--- config.mk ---
export PLATFORM = sky130hd
export DESIGN_NAME = ccm_front
export DESIGN_NICKNAME = d
export VERILOG_FILES = /design/src/rtl/ccm_pkg.sv /design/src/rtl/ccm_front.sv
export SDC_FILE = /design/constraint.sdc
export NUM_CORES = 1
export LEC_CHECK = 0
export BUFFER_PORTS_ARGS = -buffer_cell sky130_fd_sc_hd__buf_2
export CAP_MARGIN = 20
export CORE_ASPECT_RATIO = 0.9
export CORE_MARGIN = 4
export CORE_UTILIZATION = 45
export DETAILED_ROUTE_END_ITERATION = 7
export GPL_TIMING_DRIVEN = 0
export HOLD_SLACK_MARGIN = 0.03
export PLACE_DENSITY = 0.73
export SLEW_MARGIN = 25
export SYNTH_ARGS = -nofsm -noshare
export SYNTH_HDL_FRONTEND = slang
export SYNTH_SLANG_ARGS = --single-unit
--- constraint.sdc ---
create_clock -name i_clk -period 2 [get_ports i_clk]
set_input_delay 0.3 -clock i_clk [delete_from_list [all_inputs] [get_ports i_clk]]
set_output_delay 0.3 -clock i_clk [all_outputs]
set_load 0.01 [all_outputs]
--- src/rtl/ccm_pkg.sv ---
// Shared types, codes and AES helper functions for the CCM byte stream core.
// Used by every module in rtl/; depends on nothing else.
package ccm_pkg;

    typedef struct packed {
        logic       opcode;
        logic [7:0] data_byte;
    } t_in_item;

    typedef struct packed {
        logic [7:0] out_byte;
        logic       is_tag;
        logic       last;
        logic [1:0] error;
    } t_out_item;

    typedef enum logic [2:0] {
        ST_IDLE,
        ST_B0,
        ST_KS,
        ST_DATA,
        ST_MAC,
        ST_A0,
        ST_TAG
    } t_state;

    localparam logic       OP_DATA   = 1'b0;
    localparam logic       OP_FINISH = 1'b1;

    localparam logic [1:0] ERR_NONE   = 2'd0;
    localparam logic [1:0] ERR_HEADER = 2'd1;
    localparam logic [1:0] ERR_EXTRA  = 2'd2;
    localparam logic [1:0] ERR_EARLY  = 2'd3;

    localparam int         CFG_IDX_W      = 3;
    localparam logic [2:0] CFG_KEY_HIGH   = 3'd0;
    localparam logic [2:0] CFG_KEY_LOW    = 3'd1;
    localparam logic [2:0] CFG_NONCE_HIGH = 3'd2;
    localparam logic [2:0] CFG_NONCE_LOW  = 3'd3;
    localparam logic [2:0] CFG_MSG_LEN    = 3'd4;
    localparam logic [2:0] CFG_HDR_LEN    = 3'd5;
    localparam logic [2:0] CFG_DIRECTION  = 3'd6;

    localparam int         CCM_L       = 2;
    localparam logic [7:0] A_FLAGS     = 8'(CCM_L - 1);
    localparam int         AES_ROUNDS  = 10;
    localparam int         Q_DEPTH     = 2;

    localparam logic [7:0] SBOX [256] = '{
        8'h63,8'h7c,8'h77,8'h7b,8'hf2,8'h6b,8'h6f,8'hc5,8'h30,8'h01,8'h67,8'h2b,8'hfe,8'hd7,8'hab,8'h76,
        8'hca,8'h82,8'hc9,8'h7d,8'hfa,8'h59,8'h47,8'hf0,8'had,8'hd4,8'ha2,8'haf,8'h9c,8'ha4,8'h72,8'hc0,
        8'hb7,8'hfd,8'h93,8'h26,8'h36,8'h3f,8'hf7,8'hcc,8'h34,8'ha5,8'he5,8'hf1,8'h71,8'hd8,8'h31,8'h15,
        8'h04,8'hc7,8'h23,8'hc3,8'h18,8'h96,8'h05,8'h9a,8'h07,8'h12,8'h80,8'he2,8'heb,8'h27,8'hb2,8'h75,
        8'h09,8'h83,8'h2c,8'h1a,8'h1b,8'h6e,8'h5a,8'ha0,8'h52,8'h3b,8'hd6,8'hb3,8'h29,8'he3,8'h2f,8'h84,
        8'h53,8'hd1,8'h00,8'hed,8'h20,8'hfc,8'hb1,8'h5b,8'h6a,8'hcb,8'hbe,8'h39,8'h4a,8'h4c,8'h58,8'hcf,
        8'hd0,8'hef,8'haa,8'hfb,8'h43,8'h4d,8'h33,8'h85,8'h45,8'hf9,8'h02,8'h7f,8'h50,8'h3c,8'h9f,8'ha8,
        8'h51,8'ha3,8'h40,8'h8f,8'h92,8'h9d,8'h38,8'hf5,8'hbc,8'hb6,8'hda,8'h21,8'h10,8'hff,8'hf3,8'hd2,
        8'hcd,8'h0c,8'h13,8'hec,8'h5f,8'h97,8'h44,8'h17,8'hc4,8'ha7,8'h7e,8'h3d,8'h64,8'h5d,8'h19,8'h73,
        8'h60,8'h81,8'h4f,8'hdc,8'h22,8'h2a,8'h90,8'h88,8'h46,8'hee,8'hb8,8'h14,8'hde,8'h5e,8'h0b,8'hdb,
        8'he0,8'h32,8'h3a,8'h0a,8'h49,8'h06,8'h24,8'h5c,8'hc2,8'hd3,8'hac,8'h62,8'h91,8'h95,8'he4,8'h79,
        8'he7,8'hc8,8'h37,8'h6d,8'h8d,8'hd5,8'h4e,8'ha9,8'h6c,8'h56,8'hf4,8'hea,8'h65,8'h7a,8'hae,8'h08,
        8'hba,8'h78,8'h25,8'h2e,8'h1c,8'ha6,8'hb4,8'hc6,8'he8,8'hdd,8'h74,8'h1f,8'h4b,8'hbd,8'h8b,8'h8a,
        8'h70,8'h3e,8'hb5,8'h66,8'h48,8'h03,8'hf6,8'h0e,8'h61,8'h35,8'h57,8'hb9,8'h86,8'hc1,8'h1d,8'h9e,
        8'he1,8'hf8,8'h98,8'h11,8'h69,8'hd9,8'h8e,8'h94,8'h9b,8'h1e,8'h87,8'he9,8'hce,8'h55,8'h28,8'hdf,
        8'h8c,8'ha1,8'h89,8'h0d,8'hbf,8'he6,8'h42,8'h68,8'h41,8'h99,8'h2d,8'h0f,8'hb0,8'h54,8'hbb,8'h16
    };

    function automatic logic [7:0] f_xt(input logic [7:0] x);
        return {x[6:0], 1'b0} ^ (x[7] ? 8'h1b : 8'h00);
    endfunction

    // Next AES-128 round key from the current one and its round constant.
    function automatic logic [127:0] f_key_next(input logic [127:0] k, input logic [7:0] rcon);
        logic [31:0] t;
        logic [31:0] w0;
        logic [31:0] w1;
        logic [31:0] w2;
        logic [31:0] w3;
        t  = {SBOX[k[23:16]] ^ rcon, SBOX[k[15:8]], SBOX[k[7:0]], SBOX[k[31:24]]};
        w0 = k[127:96] ^ t;
        w1 = k[95:64] ^ w0;
        w2 = k[63:32] ^ w1;
        w3 = k[31:0] ^ w2;
        return {w0, w1, w2, w3};
    endfunction

    // One AES round: SubBytes, ShiftRows, MixColumns unless final, AddRoundKey.
    function automatic logic [127:0] f_round(input logic [127:0] s, input logic [127:0] rk,
                                             input logic fin);
        logic [7:0]   t [16];
        logic [7:0]   m [16];
        logic [127:0] r;
        for (int c = 0; c < 4; c++) begin
            for (int j = 0; j < 4; j++) begin
                t[j + 4 * c] = SBOX[s[127 - 8 * (j + 4 * ((c + j) % 4)) -: 8]];
            end
        end
        for (int c = 0; c < 4; c++) begin
            m[4 * c]     = f_xt(t[4*c]) ^ f_xt(t[4*c+1]) ^ t[4*c+1] ^ t[4*c+2] ^ t[4*c+3];
            m[4 * c + 1] = t[4*c] ^ f_xt(t[4*c+1]) ^ f_xt(t[4*c+2]) ^ t[4*c+2] ^ t[4*c+3];
            m[4 * c + 2] = t[4*c] ^ t[4*c+1] ^ f_xt(t[4*c+2]) ^ f_xt(t[4*c+3]) ^ t[4*c+3];
            m[4 * c + 3] = f_xt(t[4*c]) ^ t[4*c] ^ t[4*c+1] ^ t[4*c+2] ^ f_xt(t[4*c+3]);
        end
        for (int i = 0; i < 16; i++) begin
            r[127 - 8 * i -: 8] = (fin ? t[i] : m[i]) ^ rk[127 - 8 * i -: 8];
        end
        return r;
    endfunction

endpackage

--- src/rtl/ccm_front.sv ---
// Front end: accepts input items into a short queue for the back end.
// Depends on ccm_pkg.
module ccm_front import ccm_pkg::*; (
    input  logic     i_clk,
    input  logic     i_rst_n,
    input  logic     i_in_valid,
    output logic     o_in_stall,
    input  t_in_item i_in_item,
    output logic     o_q_valid,
    output t_in_item o_q_item,
    input  logic     i_q_pop
);
    localparam int PW = $clog2(Q_DEPTH);

    t_in_item          r_mem [Q_DEPTH];
    logic [PW-1:0]     r_wr;
    logic [PW-1:0]     r_rd;
    logic [PW:0]       r_count;
    logic              push;

    assign o_in_stall = (r_count == (PW+1)'(Q_DEPTH));
    assign push       = i_in_valid && !o_in_stall;
    assign o_q_valid  = (r_count != '0);
    assign o_q_item   = r_mem[r_rd];

    always_ff @(posedge i_clk) begin
        if (!i_rst_n) begin
            r_wr    <= '0;
            r_rd    <= '0;
            r_count <= '0;
        end else begin
            if (push) begin
                r_wr <= (r_wr == PW'(Q_DEPTH - 1)) ? '0 : r_wr + 1'b1;
            end
            if (i_q_pop) begin
                r_rd <= (r_rd == PW'(Q_DEPTH - 1)) ? '0 : r_rd + 1'b1;
            end
            r_count <= r_count + (PW+1)'(push) - (PW+1)'(i_q_pop);
        end
    end

    always_ff @(posedge i_clk) begin
        if (push) begin
            r_mem[r_wr] <= i_in_item;
        end
    end

endmodule

**After elaboration in Yosys (flattened, before gate mapping)**

Memories as Yosys holds them, arrays and structs flattened. A register that Yosys moved wholly into a read port is not among the register bits.
Cells that the tools add are included.

- Memory bits (writable): 18
- Word-level logic and storage cells: 18
- Register bits after elaboration: 4
- Bits of input ports: 13
- Memories: 1

- Equal/unequal tests: 1
- Multiplexer cells: 6
- $add $sub $neg: 4
- Reductions and logical operators: 3

Memory list:

| memory | depth | bits a word | read ports | clocked after memory_dff | write ports | line | text |
|---|---|---|---|---|---|---|---|
| r_mem | 2 | 9 | 1 | 1 | 1 | ccm_front.sv:15 | `t_in_item r_mem [Q_DEPTH];` |

Operators with widths:

| cell | count |
|---|---|
| $mux 1 | 6 |
| $add 1x1->1 const B | 2 |
| $add 2x1->2 | 1 |
| $eq 2x2->1 const B | 1 |
| $reduce_bool 2->1 | 1 |
| $sub 2x1->2 | 1 |
| $logic_and 1x1->1 | 1 |
| $logic_not 1->1 | 1 |

**Depth between registers and ports, before layout**

- Depth in word-level cells: 5
- Mapped depth: 8

**Worst setup path before layout**

OpenSTA, ideal clock, no wires.

- Path type: register to register
- From: register r_count[0]
- To: register r_count[1]
- Arrival time: 1.330 ns
- Setup time: 0.115 ns
- Path buffers: 0
- Cell stages (with the launch flop): 9
- Path slack: 0.555 ns
- Cells stage by stage: dfxtp_1 -> nand2b_1 -> nand2_1 -> ha_1 -> inv_1 -> ha_1 -> xor2_1 -> xnor2_1 -> nor2_1

- Word-level cells in the longest chain between the ends: 5

Ends and longest elaborated chain:

| item | line | text |
|---|---|---|
| start, declared | ccm_front.sv:18 | `logic [PW:0] r_count;` |
| start signal, assigned | ccm_front.sv:38 | `r_count <= r_count + (PW+1)'(push) - (PW+1)'(i_q_pop);` |
| $eq 2x2->1 | ccm_front.sv:21 | `assign o_in_stall = (r_count == (PW+1)'(Q_DEPTH));` |
| $logic_not 1->1 | ccm_front.sv:22 | `assign push = i_in_valid && !o_in_stall;` |
| $logic_and 1x1->1 | ccm_front.sv:22 |  |
| $add 2x1->2 * | ccm_front.sv:38 |  |
| $sub 2x1->2 * | ccm_front.sv:38 |  |

Every way passes the cells marked *; elsewhere a longest branch is shown, timed or not.
A chain may end at the register's enable or synchronous reset.

==> impl_metrics.toml <==
[logic_synthesis]
synthTopCellsByArea = "edfxtp_1 62%, mux2_2 12%, dfxtp_1 11%"
ys_warn_count = 0
ys_seq_area_frac = 0.7335
synth_nets = 68
synth_top_area_share = 0.6189
yosys.area.top_type = "edfxtp_1"
netlist_area_sq_um = 873.3
synth_cells = 53
syn_area_per_cell_sq_um = 16.48
ys_ff_latch = 23
synth.distinct_cells = 15

[clock_tree]
cts_resized = 0
clk_path_buf_depth = 2
cts-buffers-inserted = 3
clockRootBuffer = "clkbuf_4"
clk_latency_ns = 0.30
cts_tree = "done"
cts.sinks = 23
cts_hold_buf = 0
clkTransAtPathRegs_ns = 0.11
cts_max_level = 1
postCtsSetupBuffers = 0

[setup_path]
end_kind = "output pin"
path_max_fanout = 9
max_stage_delay_ns = 0.36
cp_data_arrival_time_ns = 1.34
cpMaxStageDelayCell = "mux2_2"
cpMostUsedCell = "buf_2"
crit_path_start_kind = "flip-flop"
cp_top_family = "buffers and inverters"
critical_path_class = "flip-flop to output pin"
rr_worst_depth = 3
crit_buf_inv = 2
cp_num_cells = 3
required_ns = 1.70
crit_chain = "buf_2 -> mux2_2 -> buf_2"

[grt]
grt_max_degree = 13
grt_pass1_vias = 465
grt_use_total = 0.1099
antenna_found_initial = 0
overflow = 0
grt_first_pass_wirelength_mm = 2.042

[pwr]
p_int_uw = 805.3
switching_power_uw = 288.3
cellPowerDensity_nw_per_um2 = 1047
sw_frac_of_total = 0.2636
p_clk_frac = 0.184
comb_power_share = 0.240
p_seq_frac = 0.576
vdd_ir_drop_max_mv = 0.5314
p_leak_uw = 0.0004378

[sta]
finalCritPeriodShare = 0.8191
slew_violations = 0
skew_ns = 0.003167
maxSlewHeadroom = 0.4664
rsz0062_at_grt = "false"
period_needed_ns = 1.638
tns_ns = 0
tightest_slew_ns = 0.7974
fmax_mhz = 610.4
setup_viol = 0
finalHoldViolCount = 0

[placement]
port_buffers = 23
placed_cells = 100
place.gp.congestion = 0.7427
place_area_sq_um = 1018

[die]
start_util = 0.4986
num_io_pins = 24
die_y_um = 49.79
core.rowCount = 14
coreArea_sq_um = 1752
die-area_sq_um = 2710
die_w_um = 54.44

[flow_run]
max_cap_viol_count = 0

[finish]
finalNetCount = 96
final_cells = 104
final_area_sq_um = 1045
area_growth_pct = 19.63
diodes = 0
final_util = 0.5964
layout-drive-gt1-share = 0.4625

[routing]
drc = 0
drt_iter0_drc = 4
via_per_inst = 4.462
drt-wirelength-per-cell_um = 12.61
drt_wl_total_mm = 1.311
vias = 464
antenna_left = 0
dr.pass1.iters = 2

[status]
status = "complete, no violations"

[hold_path]
worstHoldPathCells = 1
min-delay-path-class = "input pin to flip-flop"
==> cell usage in the layout, fill, tap and decap left out, drive strengths merged <==
| cell | instances |
|---|---|
| edfxtp | 18 |
| ha | 2 |
| or2 | 1 |
| and3 | 1 |
| nand2 | 2 |
| xor2 | 1 |
| inv | 3 |
| buf | 24 |
| nand2b | 2 |
| nor2 | 4 |
| clkbuf | 4 |
| mux2 | 9 |
| xnor2 | 2 |
| mux2i | 1 |
| and2 | 1 |
| dfxtp | 5 |
==> cell usage after synthesis <==
master	number
dfxtp_1	5
nand2_1	2
inv_1	3
or2_2	1
mux2i_1	1
xnor2_1	2
edfxtp_1	18
and3_1	1
mux2_2	9
nor2_1	4
and2_1	1
xor2_1	1
nand2b_1	2
ha_1	2
buf_2	1
==> power groups by stage <==
stage	Clock, uW	Combinational (uW)	Sequential, uW
2_1_floorplan	0	177	633
3_3_place_gp	0	260	638
3_5_place_dp	0	270	641
4_1_cts	210	270	631
5_1_grt	233	291	636
6_report	201	263	630
==> stage by stage <==
| stage | power [uW] | hold WS (ns) | setup slack, ns |
|---|---|---|---|
| floorplan | 809.9 | 0.3989 | 0.5550 |
| global placement | 897.7 | 0.4716 | 0.4160 |
| detailed placement | 910.9 | 0.4840 | 0.3919 |
| CTS | 1111 | 0.1718 | 0.3320 |
| global route | 1161 | 0.1580 | 0.2487 |
| finish | 1094 | 0.1836 | 0.3618 |
==> kinds of logic (layout without fill, tap and decap cells) <==
group,count (synthesis),in the layout,synth area share
simple gates,11,11,0.06161
buf+inv,4,31,0.01862
flops,23,23,0.7335
fa+ha+maj,2,2,0.02865
xor+xnor,3,3,0.03009
mux,10,10,0.1275
==> worst reg2reg max path, cell delays in order, from the launching register on <==
cell	delay, ns
dfxtp_1	0.36
nand2b_1	0.14
nand2_1	0.11
nor2_1	0.63
==> final cells by class <==
| type | instances | area [sq um] |
|---|---|---|
| fillers | 156 | 706.9 |
| flip-flops and latches | 23 | 640.6 |
| multi-input cells | 26 | 216.5 |
| repair buffers | 23 | 115.1 |
| well taps | 24 | 30.03 |
| clock buffers | 4 | 26.28 |
| inverters | 3 | 11.26 |
| plain buffers | 1 | 5.005 |
==> flip-flops by register name, indices dropped and copies added, names as in the netlist, named ones only <==
name,cells
r_mem,18
r_count,2
r_rd,1
r_wr,1
==> layer usage <==
metal	GRT usage	share of wire	up-vias
li1	-	-	240
met1	0.1328	0.41	212
met2	0.1693	0.52	10
met3	0.02410	0.053	2
met4	0.07469	0.017	0
met5	0	0	-
==> final timing paths <==
| kind | startpoint | end | slack [ns] |
|---|---|---|---|
| max reg2reg | r_count[0] | r_mem[0][2] | 0.41 |
| min reg2reg | r_wr | r_wr | 0.50 |
| max | flip-flop | o_q_item[5] | 0.36 |
| min | i_in_item[4] | r_mem[0][4] | 0.18 |
Power figures use the tool's default switching activity.
